===== src/hdl/pwc_pkg.sv =====
// Package for the pulse width capture block.
// Holds the beat structs, configuration set, code enums and fixed constants.
// No dependencies; every other file of the block imports it.
package pwc_pkg;

    localparam int CFG_IDX_W  = 3;
    localparam int CFG_DATA_W = 24;

    typedef enum logic [1:0] {
        PH_IDLE = 2'd0,
        PH_WAIT = 2'd1,
        PH_MEAS = 2'd2
    } t_phase;

    typedef enum logic [1:0] {
        END_NONE    = 2'd0,
        END_NOSTART = 2'd1,
        END_IDLE    = 2'd2,
        END_FULL    = 2'd3
    } t_end;

    typedef enum logic [CFG_IDX_W-1:0] {
        CFG_UNIT          = 3'd0,
        CFG_IDLE_LIMIT    = 3'd1,
        CFG_START_TIMEOUT = 3'd2,
        CFG_MAX_PULSES    = 3'd3,
        CFG_MISS_LIMIT    = 3'd4
    } t_cfg_idx;

    localparam logic [15:0] UNIT_RST          = 16'd500;
    localparam logic [19:0] IDLE_LIMIT_RST    = 20'd5000;
    localparam logic [23:0] START_TIMEOUT_RST = 24'd100000;
    localparam logic [8:0]  MAX_PULSES_RST    = 9'd256;
    localparam logic [3:0]  MISS_LIMIT_RST    = 4'd3;

    localparam logic [3:0]  MISS_SAT  = 4'd15;
    localparam logic [15:0] UNITS_SAT = 16'hFFFF;

    typedef struct packed {
        logic arm;
        logic line_level;
    } t_in;

    typedef struct packed {
        logic        pulse_valid;
        logic        pulse_level;
        logic [15:0] pulse_units;
        logic [7:0]  pulse_index;
        logic        capture_done;
        logic [1:0]  end_reason;
        logic [8:0]  pulse_count;
        logic        link_up;
    } t_out;

    typedef struct packed {
        logic [15:0] unit_ticks;
        logic [19:0] idle_limit_ticks;
        logic [23:0] start_timeout_ticks;
        logic [8:0]  max_pulses;
        logic [3:0]  miss_limit;
    } t_cfg;

    typedef struct packed {
        logic head_valid;
        logic skid_valid;
        logic pop;
    } t_buf_stat;

endpackage


===== src/hdl/pulse_width_capture.sv =====
// Top level of the pulse width capture block with link monitor.
// Instantiates pwc_cfg_regs, pwc_core and pwc_out_buf; depends on pwc_pkg.
//
//   channel  direction  handshake                 payload
//   in       sink       i_in_valid / o_in_stall   i_in_data  (t_in, one sample per beat)
//   out      source     o_out_valid / i_out_stall o_out_data (t_out, zero or one per sample)
//   cfg      sink       i_cfg_we                  i_cfg_idx, i_cfg_data
//
// One sample beat is taken per cycle while o_in_stall is low; its result passes the input
// register of the core and then the output result register.
// Synchronous active-low reset returns the link to down and the capture to idle.
// The output register plus its skid stage absorb a stall; the input stalls when the beats
// left there plus the sample in the core could fill both, and in a register write cycle.
// A unit write stalls the input while the core adopts it, and during a timed segment until the rebuild ends.
module pulse_width_capture import pwc_pkg::*; #(
    parameter int MAX_PULSES = 256
) (
    input  logic                  i_clk,
    input  logic                  i_rst_n,
    input  logic                  i_in_valid,
    output logic                  o_in_stall,
    input  t_in                   i_in_data,
    output logic                  o_out_valid,
    input  logic                  i_out_stall,
    output t_out                  o_out_data,
    input  logic                  i_cfg_we,
    input  logic [CFG_IDX_W-1:0]  i_cfg_idx,
    input  logic [CFG_DATA_W-1:0] i_cfg_data
);

    t_cfg      cfg;
    t_out      res;
    t_buf_stat stat;
    logic      busy;
    logic      hold;
    logic      push;
    logic      accept;
    logic [1:0] occ;
    logic [1:0] need;

    pwc_cfg_regs u_cfg (
        .i_clk      (i_clk),
        .i_rst_n    (i_rst_n),
        .i_cfg_we   (i_cfg_we),
        .i_cfg_idx  (i_cfg_idx),
        .i_cfg_data (i_cfg_data),
        .o_cfg      (cfg)
    );

    pwc_core #(
        .MAX_PULSES (MAX_PULSES)
    ) u_core (
        .i_clk     (i_clk),
        .i_rst_n   (i_rst_n),
        .i_accept  (accept),
        .i_in_data (i_in_data),
        .i_cfg     (cfg),
        .o_busy    (busy),
        .o_hold    (hold),
        .o_push    (push),
        .o_res     (res)
    );

    pwc_out_buf u_buf (
        .i_clk   (i_clk),
        .i_rst_n (i_rst_n),
        .i_push  (push),
        .i_data  (res),
        .i_stall (i_out_stall),
        .o_valid (o_out_valid),
        .o_data  (o_out_data),
        .o_stat  (stat)
    );

    // Room is reserved for the sample already in the core and the one being taken.
    assign occ        = {1'b0, stat.head_valid} + {1'b0, stat.skid_valid}
                      - {1'b0, stat.pop};
    assign need       = occ + {1'b0, busy};
    assign o_in_stall = (need >= 2'd2) || hold || i_cfg_we;
    assign accept     = i_in_valid && !o_in_stall;

endmodule


===== src/hdl/pwc_cfg_regs.sv =====
// Configuration register set of the pulse width capture block.
// Plain write port, no read-back; depends on pwc_pkg.
module pwc_cfg_regs import pwc_pkg::*; (
    input  logic                  i_clk,
    input  logic                  i_rst_n,
    input  logic                  i_cfg_we,
    input  logic [CFG_IDX_W-1:0]  i_cfg_idx,
    input  logic [CFG_DATA_W-1:0] i_cfg_data,
    output t_cfg                  o_cfg
);

    t_cfg r_cfg;

    always_ff @(posedge i_clk) begin
        if (!i_rst_n) begin
            r_cfg.unit_ticks          <= UNIT_RST;
            r_cfg.idle_limit_ticks    <= IDLE_LIMIT_RST;
            r_cfg.start_timeout_ticks <= START_TIMEOUT_RST;
            r_cfg.max_pulses          <= MAX_PULSES_RST;
            r_cfg.miss_limit          <= MISS_LIMIT_RST;
        end else if (i_cfg_we) begin
            case (t_cfg_idx'(i_cfg_idx))
                CFG_UNIT:          r_cfg.unit_ticks          <= i_cfg_data[15:0];
                CFG_IDLE_LIMIT:    r_cfg.idle_limit_ticks    <= i_cfg_data[19:0];
                CFG_START_TIMEOUT: r_cfg.start_timeout_ticks <= i_cfg_data[23:0];
                CFG_MAX_PULSES:    r_cfg.max_pulses          <= i_cfg_data[8:0];
                CFG_MISS_LIMIT:    r_cfg.miss_limit          <= i_cfg_data[3:0];
                default: ;
            endcase
        end
    end

    assign o_cfg = r_cfg;

endmodule


===== src/hdl/pwc_core.sv =====
// Capture core: input register, capture state and the single-pass step logic.
// Rounds segment lengths with a running quotient and sub-unit remainder; a serial
// divider rebuilds both when the unit changes during a segment. Depends on pwc_pkg.
module pwc_core import pwc_pkg::*; #(
    parameter int MAX_PULSES = 256
) (
    input  logic i_clk,
    input  logic i_rst_n,
    input  logic i_accept,
    input  t_in  i_in_data,
    input  t_cfg i_cfg,
    output logic o_busy,
    output logic o_hold,
    output logic o_push,
    output t_out o_res
);

    localparam int CW = $clog2(MAX_PULSES + 1);
    localparam int LW = (CW > 9) ? CW : 9;

    logic          r_in_valid;
    t_in           r_in;
    t_phase        r_phase, n_phase;
    logic [23:0]   r_wait, n_wait;
    logic [19:0]   r_seg, n_seg;
    logic          r_exp, n_exp;
    logic [CW-1:0] r_cnt, n_cnt;
    logic [3:0]    r_miss, n_miss;
    logic          r_link, n_link;
    logic [15:0]   r_q, n_q;
    logic [15:0]   r_r, n_r;
    logic [15:0]   r_ucur, n_ucur;
    logic [4:0]    r_dcnt, n_dcnt;
    logic [20:0]   r_dq, n_dq;
    logic [15:0]   r_rem, n_rem;

    logic [15:0]   u_eff;
    logic [16:0]   half_p1;
    logic          init_q;
    logic [15:0]   init_r;
    logic [LW-1:0] max_ext;
    logic [LW-1:0] lim;
    logic          div_done;
    logic [15:0]   div_q;
    logic [15:0]   div_r;

    always_comb begin
        u_eff   = (i_cfg.unit_ticks == 16'd0) ? 16'd1 : i_cfg.unit_ticks;
        half_p1 = {2'b00, u_eff[15:1]} + 17'd1;
        init_q  = (half_p1 >= {1'b0, u_eff});
        init_r  = init_q ? 16'(half_p1 - {1'b0, u_eff}) : half_p1[15:0];
        max_ext = LW'(i_cfg.max_pulses);
        if (max_ext == '0) begin
            lim = LW'(1);
        end else if (max_ext > LW'(MAX_PULSES)) begin
            lim = LW'(MAX_PULSES);
        end else begin
            lim = max_ext;
        end
    end

    // The quotient and remainder belong to the unit in r_ucur once a rebuild ends. When the unit
    // changes while a segment is timed, they are rebuilt one bit per cycle.
    always_comb begin
        logic [16:0] shifted;
        logic [16:0] diff;
        n_ucur   = r_ucur;
        n_dcnt   = r_dcnt;
        n_dq     = r_dq;
        n_rem    = r_rem;
        div_done = 1'b0;
        div_q    = '0;
        div_r    = '0;
        shifted  = {r_rem, r_dq[20]};
        diff     = shifted - {1'b0, u_eff};
        if (u_eff != r_ucur) begin
            n_ucur = u_eff;
            n_dcnt = '0;
            if (r_phase == PH_MEAS) begin
                n_dcnt = 5'd21;
                n_dq   = {1'b0, r_seg} + {6'd0, u_eff[15:1]};
                n_rem  = '0;
            end
        end else if (r_dcnt != 5'd0) begin
            n_dcnt = r_dcnt - 5'd1;
            if (shifted >= {1'b0, u_eff}) begin
                n_rem = diff[15:0];
                n_dq  = {r_dq[19:0], 1'b1};
            end else begin
                n_rem = shifted[15:0];
                n_dq  = {r_dq[19:0], 1'b0};
            end
            if (r_dcnt == 5'd1) begin
                div_done = 1'b1;
                div_q    = (n_dq[20:16] != 5'd0) ? UNITS_SAT : n_dq[15:0];
                div_r    = n_rem;
            end
        end
    end

    always_comb begin
        logic        do_finish;
        logic [24:0] wait_next;
        logic [20:0] seg_next;
        logic [16:0] r_inc;
        n_phase   = r_phase;
        n_wait    = r_wait;
        n_seg     = r_seg;
        n_exp     = r_exp;
        n_cnt     = r_cnt;
        n_miss    = r_miss;
        n_link    = r_link;
        n_q       = r_q;
        n_r       = r_r;
        o_push    = 1'b0;
        o_res     = '0;
        do_finish = 1'b0;
        wait_next = '0;
        seg_next  = '0;
        r_inc     = '0;
        if (r_in_valid) begin
            if (r_in.arm) begin
                n_phase = PH_WAIT;
                n_wait  = '0;
                n_seg   = '0;
                n_exp   = 1'b0;
                n_cnt   = '0;
            end
            case (n_phase)
                PH_WAIT: begin
                    if (!r_in.line_level) begin
                        n_phase = PH_MEAS;
                        n_exp   = 1'b0;
                        n_seg   = 20'd1;
                        n_q     = init_q ? 16'd1 : 16'd0;
                        n_r     = init_r;
                    end else begin
                        wait_next = {1'b0, n_wait} + 25'd1;
                        if (wait_next > {1'b0, i_cfg.start_timeout_ticks}) begin
                            o_push             = 1'b1;
                            o_res.capture_done = 1'b1;
                            o_res.end_reason   = END_NOSTART;
                            do_finish          = 1'b1;
                        end else begin
                            n_wait = wait_next[23:0];
                        end
                    end
                end
                PH_MEAS: begin
                    if (r_in.line_level == n_exp) begin
                        seg_next = {1'b0, n_seg} + 21'd1;
                        if (seg_next > {1'b0, i_cfg.idle_limit_ticks}) begin
                            o_push             = 1'b1;
                            o_res.capture_done = 1'b1;
                            o_res.end_reason   = END_IDLE;
                            do_finish          = 1'b1;
                        end else begin
                            n_seg = seg_next[19:0];
                            r_inc = {1'b0, n_r} + 17'd1;
                            if (r_inc == {1'b0, u_eff}) begin
                                n_r = '0;
                                if (n_q != UNITS_SAT) begin
                                    n_q = n_q + 16'd1;
                                end
                            end else begin
                                n_r = r_inc[15:0];
                            end
                        end
                    end else begin
                        o_push            = 1'b1;
                        o_res.pulse_valid = 1'b1;
                        o_res.pulse_level = n_exp;
                        o_res.pulse_units = (n_q == 16'd0) ? 16'd1 : n_q;
                        o_res.pulse_index = 8'(LW'(n_cnt));
                        n_cnt = n_cnt + CW'(1);
                        n_exp = ~n_exp;
                        n_seg = 20'd1;
                        n_q   = init_q ? 16'd1 : 16'd0;
                        n_r   = init_r;
                        if (LW'(n_cnt) >= lim) begin
                            o_res.capture_done = 1'b1;
                            o_res.end_reason   = END_FULL;
                            do_finish          = 1'b1;
                        end
                    end
                end
                default: ;
            endcase
            if (do_finish) begin
                if (n_cnt != '0) begin
                    n_miss = '0;
                    n_link = 1'b1;
                end else begin
                    if (n_miss < MISS_SAT) begin
                        n_miss = n_miss + 4'd1;
                    end
                    if (n_miss >= i_cfg.miss_limit) begin
                        n_link = 1'b0;
                    end
                end
                n_phase = PH_IDLE;
            end
            o_res.pulse_count = 9'(LW'(n_cnt));
            o_res.link_up     = n_link;
        end
        if (div_done) begin
            n_q = div_q;
            n_r = div_r;
        end
    end

    always_ff @(posedge i_clk) begin
        if (!i_rst_n) begin
            r_in_valid <= 1'b0;
            r_phase    <= PH_IDLE;
            r_wait     <= '0;
            r_seg      <= '0;
            r_exp      <= 1'b0;
            r_cnt      <= '0;
            r_miss     <= '0;
            r_link     <= 1'b0;
            r_q        <= '0;
            r_r        <= '0;
            r_ucur     <= UNIT_RST;
            r_dcnt     <= '0;
            r_dq       <= '0;
            r_rem      <= '0;
        end else begin
            r_in_valid <= i_accept;
            r_phase    <= n_phase;
            r_wait     <= n_wait;
            r_seg      <= n_seg;
            r_exp      <= n_exp;
            r_cnt      <= n_cnt;
            r_miss     <= n_miss;
            r_link     <= n_link;
            r_q        <= n_q;
            r_r        <= n_r;
            r_ucur     <= n_ucur;
            r_dcnt     <= n_dcnt;
            r_dq       <= n_dq;
            r_rem      <= n_rem;
        end
    end

    always_ff @(posedge i_clk) begin
        if (i_accept) begin
            r_in <= i_in_data;
        end
    end

    assign o_busy = r_in_valid;
    assign o_hold = (u_eff != r_ucur) || (r_dcnt != 5'd0);

`ifndef SYNTHESIS
    a_done_goes_idle: assert property (@(posedge i_clk) disable iff (!i_rst_n)
        (o_push && o_res.capture_done) |=> (r_phase == PH_IDLE))
        else $error("capture did not return to idle after its last beat");
    a_units_nonzero: assert property (@(posedge i_clk) disable iff (!i_rst_n)
        (o_push && o_res.pulse_valid) |-> (o_res.pulse_units != 16'd0))
        else $error("finished segment reported with zero units");
    a_idle_needs_arm: assert property (@(posedge i_clk) disable iff (!i_rst_n)
        ((r_phase == PH_IDLE) && !(r_in_valid && r_in.arm)) |=> (r_phase == PH_IDLE))
        else $error("capture left idle without an arm strobe");
    a_div_quiet: assert property (@(posedge i_clk) disable iff (!i_rst_n)
        (r_dcnt != 5'd0) |-> !r_in_valid)
        else $error("sample processed while the quotient was being rebuilt");
`endif

endmodule


===== src/hdl/pwc_out_buf.sv =====
// Result register with a skid stage for the output channel.
// Lets the core keep accepting samples while a result beat waits; uses pwc_pkg.
module pwc_out_buf import pwc_pkg::*; (
    input  logic      i_clk,
    input  logic      i_rst_n,
    input  logic      i_push,
    input  t_out      i_data,
    input  logic      i_stall,
    output logic      o_valid,
    output t_out      o_data,
    output t_buf_stat o_stat
);

    logic r_hv, r_sv;
    t_out r_head, r_skid;
    logic pop;

    assign pop = r_hv && !i_stall;

    always_ff @(posedge i_clk) begin
        if (!i_rst_n) begin
            r_hv <= 1'b0;
            r_sv <= 1'b0;
        end else if (pop) begin
            if (r_sv) begin
                r_hv <= 1'b1;
                r_sv <= i_push;
            end else begin
                r_hv <= i_push;
            end
        end else if (!r_hv) begin
            r_hv <= i_push;
        end else if (i_push) begin
            r_sv <= 1'b1;
        end
    end

    always_ff @(posedge i_clk) begin
        if (pop) begin
            if (r_sv) begin
                r_head <= r_skid;
                if (i_push) begin
                    r_skid <= i_data;
                end
            end else if (i_push) begin
                r_head <= i_data;
            end
        end else if (!r_hv) begin
            if (i_push) begin
                r_head <= i_data;
            end
        end else if (i_push) begin
            r_skid <= i_data;
        end
    end

    assign o_valid = r_hv;
    assign o_data  = r_head;
    assign o_stat  = '{head_valid: r_hv, skid_valid: r_sv, pop: pop};

`ifndef SYNTHESIS
    a_skid_behind_head: assert property (@(posedge i_clk) disable iff (!i_rst_n)
        r_sv |-> r_hv)
        else $error("skid stage holds a beat while the head is empty");
    a_no_overflow: assert property (@(posedge i_clk) disable iff (!i_rst_n)
        (i_push && r_hv && r_sv) |-> pop)
        else $error("result beat pushed into a full buffer");
    a_skid_refills_head: assert property (@(posedge i_clk) disable iff (!i_rst_n)
        (pop && r_sv) |=> r_hv)
        else $error("skid beat lost when the head was taken");
`endif

endmodule


===== config.mk =====
export PLATFORM = sky130hd
export DESIGN_NAME = pulse_width_capture
export DESIGN_NICKNAME = d
export VERILOG_FILES = /design/src/hdl/pwc_pkg.sv /design/src/hdl/pulse_width_capture.sv /design/src/hdl/pwc_cfg_regs.sv /design/src/hdl/pwc_core.sv /design/src/hdl/pwc_out_buf.sv
export SDC_FILE = /design/constraint.sdc
export NUM_CORES = 1
export LEC_CHECK = 0
export BUFFER_PORTS_ARGS = -buffer_cell sky130_fd_sc_hd__buf_2
export CAP_MARGIN = 20
export CORE_ASPECT_RATIO = 1.5
export CORE_MARGIN = 3
export CORE_UTILIZATION = 65
export DETAILED_ROUTE_END_ITERATION = 8
export GPL_ROUTABILITY_DRIVEN = 1
export MAX_ROUTING_LAYER = met4
export PLACE_DENSITY = 0.83
export SYNTH_ARGS = -nofsm -noshare
export SYNTH_HDL_FRONTEND = slang
export SYNTH_HIERARCHICAL = 1
export SYNTH_SLANG_ARGS = --single-unit
export TNS_END_PERCENT = 50

===== constraint.sdc =====
create_clock -name i_clk -period 10.6 [get_ports i_clk]
set_input_delay 1.06 -clock i_clk [delete_from_list [all_inputs] [get_ports i_clk]]
set_output_delay 1.06 -clock i_clk [all_outputs]
set_load 0.01 [all_outputs]

## Yosys cells after proc, flatten, opt, wreduce, memory -nomap -nowiden

Index checks and enable logic that the tools add are counted.

| word-level totals | value |
|---|---|
| flip-flop bits (word level) | 307 |
| latch bits | 0 |
| RAM bits | 0 |
| ROM bits | 0 |
| input bits | 34 |
| output and inout port bits | 41 |
| word-level logic and storage cells | 224 |
| memories kept | 0 |

| operators by class | value |
|---|---|
| add/subtract/negate cells | 14 |
| $mul | 0 |
| div/mod/pow operators | 0 |
| order comparisons | 9 |
| equal/unequal tests | 19 |
| shift-type cells | 0 |
| multiplexer cells | 112 |
| bitwise gates (word level) | 1 |
| reduce and logical (&&, ||, !) cells | 30 |

Operators with widths:

| operator | number |
|---|---|
| two-way mux 16 bit | 27 |
| two-way mux 39 bit | 9 |
| two-way mux 24 bit | 5 |
| two-way mux 21 bit | 5 |
| two-way mux 20 bit | 5 |
| case mux 16 bit (2 select lines) | 2 |
| two-way mux 9 bit | 7 |
| two-way mux 26 bit | 2 |
| case mux 20 bit (2 select lines) | 1 |
| >= comparator 17 x 16 -> 1 bit | 2 |
| zero test 16 bit | 2 |
| subtractor 16 bit | 2 |
| two-way mux 1 bit | 27 |
| adder 24 x 1 -> 25 bit, second input constant | 1 |
| greater-than comparator 25 x 24 -> 1 bit | 1 |
| adder 20 x 1 -> 21 bit, second input constant | 1 |
| adder 20 x 15 -> 21 bit | 1 |
| greater-than comparator 21 x 20 -> 1 bit | 1 |
| two-way mux 4 bit | 5 |
| AND reduction 2 bit | 9 |
| adder 16 x 1 -> 17 bit, second input constant | 1 |
| equality test 17 x 16 -> 1 bit | 1 |
| adder 15 x 1 -> 16 bit, second input constant | 1 |
| adder 16 x 1 -> 16 bit, second input constant | 1 |
| 41 further kinds | 66 |

## Longest topological paths before layout

| logic depth | value |
|---|---|
| depth in word-level cells | 18 |
| mapped depth | 27 |
| gate-level depth less buffers | 22 |

## By module

The synthesis kept the hierarchy.

By module, submodules not included:

| module | instances | cells each | area an instance (um^2) | seq. area each (um^2) |
|---|---|---|---|---|
| pwc_core | 1 | 1919 | 13988.4 | 3103.0 |
| pwc_out_buf | 1 | 222 | 3289.4 | 2382.3 |
| pwc_cfg_regs | 1 | 285 | 2864.0 | 1461.4 |
| pulse_width_capture | 1 | 11 | 100.1 | 0.0 |

## Least setup slack after synthesis

Ideal clock, no wire load.

| timing | value |
|---|---|
| path type | flip-flop to flip-flop |
| start | reg, netlist name u_core/r_in[1] |
| end | reg u_buf/r_skid[0] (netlist name), enable pin |
| setup time | 401 ps |
| data arrival time | 6004 ps |
| data required time | 10199 ps |
| path slack | 4196 ps |
| stages on the path, launching flop included | 26 |
| path buffers | 6 |
| period minus slack after synthesis | 6404 ps |
| path through | edfxtp_1 -> clkbuf_1 -> clkbuf_1 -> clkbuf_1 -> clkbuf_1 -> buf_1 -> nor2b_1 -> ha_1 -> nand3_1 -> nor4_1 -> nand4_1 -> nor3_1 -> nand3_1 -> xor2_1 -> nor2_1 -> ha_1 -> nand4_1 -> or4_1 -> nor2_1 -> a221o_1 -> o41ai_4 -> nand2_1 -> nand2_1 -> a21oi_1 -> buf_2 -> and2_1 |

RTL lines:

| element | line | text |
|---|---|---|
| end signal, assigned | pwc_out_buf.sv:43 | `r_skid <= i_data;` |
| end signal, assigned | pwc_out_buf.sv:53 | `r_skid <= i_data;` |
| end, declared | pwc_out_buf.sv:15 | `t_out r_head, r_skid;` |

==> results.ini <==
[floorplan]
die_h_um = 222
core_region_area_um2 = 30400
placementRows = 78
start_util_pct = 66.5
num_io_pins = 75
dieArea_um2 = 33300
die_x_um = 150

[routing]
drc_errors = 0
wirelength_mm = 59.6
routedWlPerCell_um = 21.0
vias = 18600
firstDrtPassIters = 8
drt_iter0_drc = 1597
drtAntennaViolNets = 0
drt-vias-per-instance = 6.57

[pwr]
p_int_mw = 2.23
p_comb_share_pct = 27.7
switching_share_pct = 33.3
power.density_nw_per_um2 = 155
power_mw = 3.35
ir_drop_uv = 170
leakage_nw = 8.41
power.switching_mw = 1.12
sequentialPowerShare_pct = 39.7
clockPowerShare_pct = 32.6

[global_route]
grt_use_total_pct = 35.9
grt_pass1_wl_mm = 94.3
antenna_found_initial = 0
grt_pass1_vias = 18200
gr-total-overflow = 0
grt_max_degree = 70

[setup_path]
required_ns = 10.80
start_kind = register
cp_slowest_stage_delay_ns = 0.97
cp_cell_sequence = buf_4, nor2b_1, ha_1, and3b_1, nand4_1, nor3_1, nand3_1, xor2_1, nor2_1, ha_1, o21ai_0, o211ai_1, a31oi_1, a31o_2, o21ai_1, o21ai_0, a21oi_4, buf_4, and2_2
cp.arrival_ns = 7.43
crit_path_end_kind = register
path_class = register to register
critPathMaxFanout = 69
slowest_stage = and2_2
worstRegToRegCells = 19

[synth]
synth_ff_type = dfxtp_1
ys_seq_area_share_pct = 34.3
yosys_warnings = 6
netlist.top_cell.by_area = dfxtp_1
synthSimpleGateAreaFrac_pct = 22.7
synthArstFlopShare_pct = 0
synth_area_um2 = 20200
synth_top_area_share_pct = 22.5
syn_avg_cell_area_um2 = 8.31
synth-adder-area-share_pct = 7.68
synthTopCellsByCount = nand2_1, dfxtp_1, nor2_1, a21oi_1, mux2i_1
synthMuxAreaShare_pct = 7.15
syn_nets = 2594
synth_compound_area_share_pct = 16.4
synthCells = 2437
ys_top_cells_by_area = dfxtp_1, edfxtp_1, ha_1
synthMostInstantiatedCell = nand2_1
ys_ff_latch = 307
synth_top_family_by_area = simple AND/OR/NAND/NOR gates
synth_enable_flop_cells = 80
synth_cell_type_count = 86
yosys.area_share.xor_xnor_pct = 6.36

[hold_path]
hold_depth = 2
min_path_type = register to register

[placed_design]
port_buffers = 74
place.gp.congestion = 1.07
placed_area_um2 = 20600
dp_hpwl_mm = 43.3

[timing]
finalSetupViolCount = 0
worst_slew_pin_slew_ns = 1.04
post-route-period-util_pct = 68.2
hold_violations = 0
fin_setup_tns_ns = 0
fin_skew_ns = 0.0214
relSlewSlack_pct = 30.8
final.min_clock_period_ns = 7.22
clock.fmax_ghz = 0.138
grt_setup_unrepaired = no
slew_viol_final = 0

[clocking]
hold_buffers = 0
cts_tree = done
clk_pin_slew_ns = 0.06
clock_latency_ns = 0.59
cts_htree_levels = 1
cts_buffer_depth = 3
postCtsSetupBuffers = 0
cts_root_buffer = clkbuf_16
numCtsBuffers = 30
cts_resized = 0
clock_sinks = 307

[run_status]
status = complete, no violations

[run]
maxCapViolations = 0

[finish]
diodes = 0
drive_gt1_share_pct = 8.06
nNetsFinal = 2567
area_growth_pct = 6.86
finalInstanceArea_um2 = 21600
fillCellCount = 2380
final_core_util_pct = 71.0

## worst paths after layout
kind                                      start                to  slack, ns
worst max-delay path             u_core/r_in[1]  u_buf/r_skid[33]       3.38
worst min-delay path            u_cfg/o_cfg[39]   u_cfg/o_cfg[39]       0.46
worst max register to register   u_core/r_in[1]  u_buf/r_skid[33]       3.38
worst min register to register  u_cfg/o_cfg[39]   u_cfg/o_cfg[39]       0.46
## logic make-up (layout without fill, tap and decap cells)
family / Yosys count / count (layout)
xor gates and xnor gates: 147 / 147
DFF: 307 / 307
adders and majority gates: 123 / 123
muxes: 143 / 143
buffers and inverters: 262 / 258
and+or+nand+nor: 936 / 936
AOI/OAI and AO/OA: 519 / 519
## sequential cells by signal, indices dropped and copies added (netlist names), 20 cells and up
signal	cells
u_buf/r_skid	39
u_core/r_wait	24
u_core/r_seg	20
u_buf/o_data	39
u_cfg/o_cfg	73
u_core/r_dq	21
## cell usage in the layout, fill, tap and decap left out, drive strengths merged, types with 22 or more instances in the layout
cell,instances
and3,34
ha,121
inv,102
nor2,206
xor2,62
xnor2,85
mux2i,130
nand4,34
nand3,90
o21ai,141
or3,25
nand2,281
edfxtp,80
nor3,71
o21a,22
and2,30
a21oi,148
clkbuf,40
nor2b,63
buf,98
a21o,30
dfxtp,227
a211oi,22
a22oi,26
## per-layer routing
layer  track usage [%]  wire [um]
met2              60.8      29700
met1              38.8      21600
met3              4.56       3750
met4              24.0       4550
met5                 -          0
## final cells by class
| class | instances | area [um^2] | area share (%) |
|---|---|---|---|
| multi-input cells | 1868 | 12200 | 56.6 |
| flip-flops and latches | 307 | 6950 | 32.1 |
| clock buffers | 40 | 850 | 3.93 |
| repair buffers | 98 | 553 | 2.56 |
| well taps | 400 | 500 | 2.31 |
| inverters | 105 | 395 | 1.83 |
| clock inverters | 15 | 148 | 0.683 |
## critical path, delay by kind of cell (launching register included)
family | cells | cell delay [ns]
adder cells (fa/ha/maj) | 2 | 0.63
flip-flops | 1 | 0.47
XOR/XNOR | 1 | 0.19
AND/OR/NAND/NOR | 7 | 2.86
buffers and inverters | 2 | 0.96
AO/OA/AOI/OAI | 7 | 1.66
## power groups by stage
stage                     registers [mW]  clock network (mW)  logic [mW]
final                               1.33                1.09       0.926
after global routing                1.34                1.15        1.01
after CTS                           1.33                1.10       0.910
after detailed placement            1.35                   0       0.904
after global placement              1.35                   0       0.880
after floorplan                     1.33                   0       0.700
## through the flow
step | std cells | hold WS [ns] | setup slack [ns]
3_5_place_dp | 2776 | 0.448 | 3.62
2_1_floorplan | 2437 | 0.431 | 4.20
4_1_cts | 2831 | 0.460 | 3.54
3_3_place_gp | 2776 | 0.443 | 3.94
5_1_grt | 2833 | 0.478 | 3.02
6_report | 2833 | 0.459 | 3.38
(Power assumes the default switching activity.)
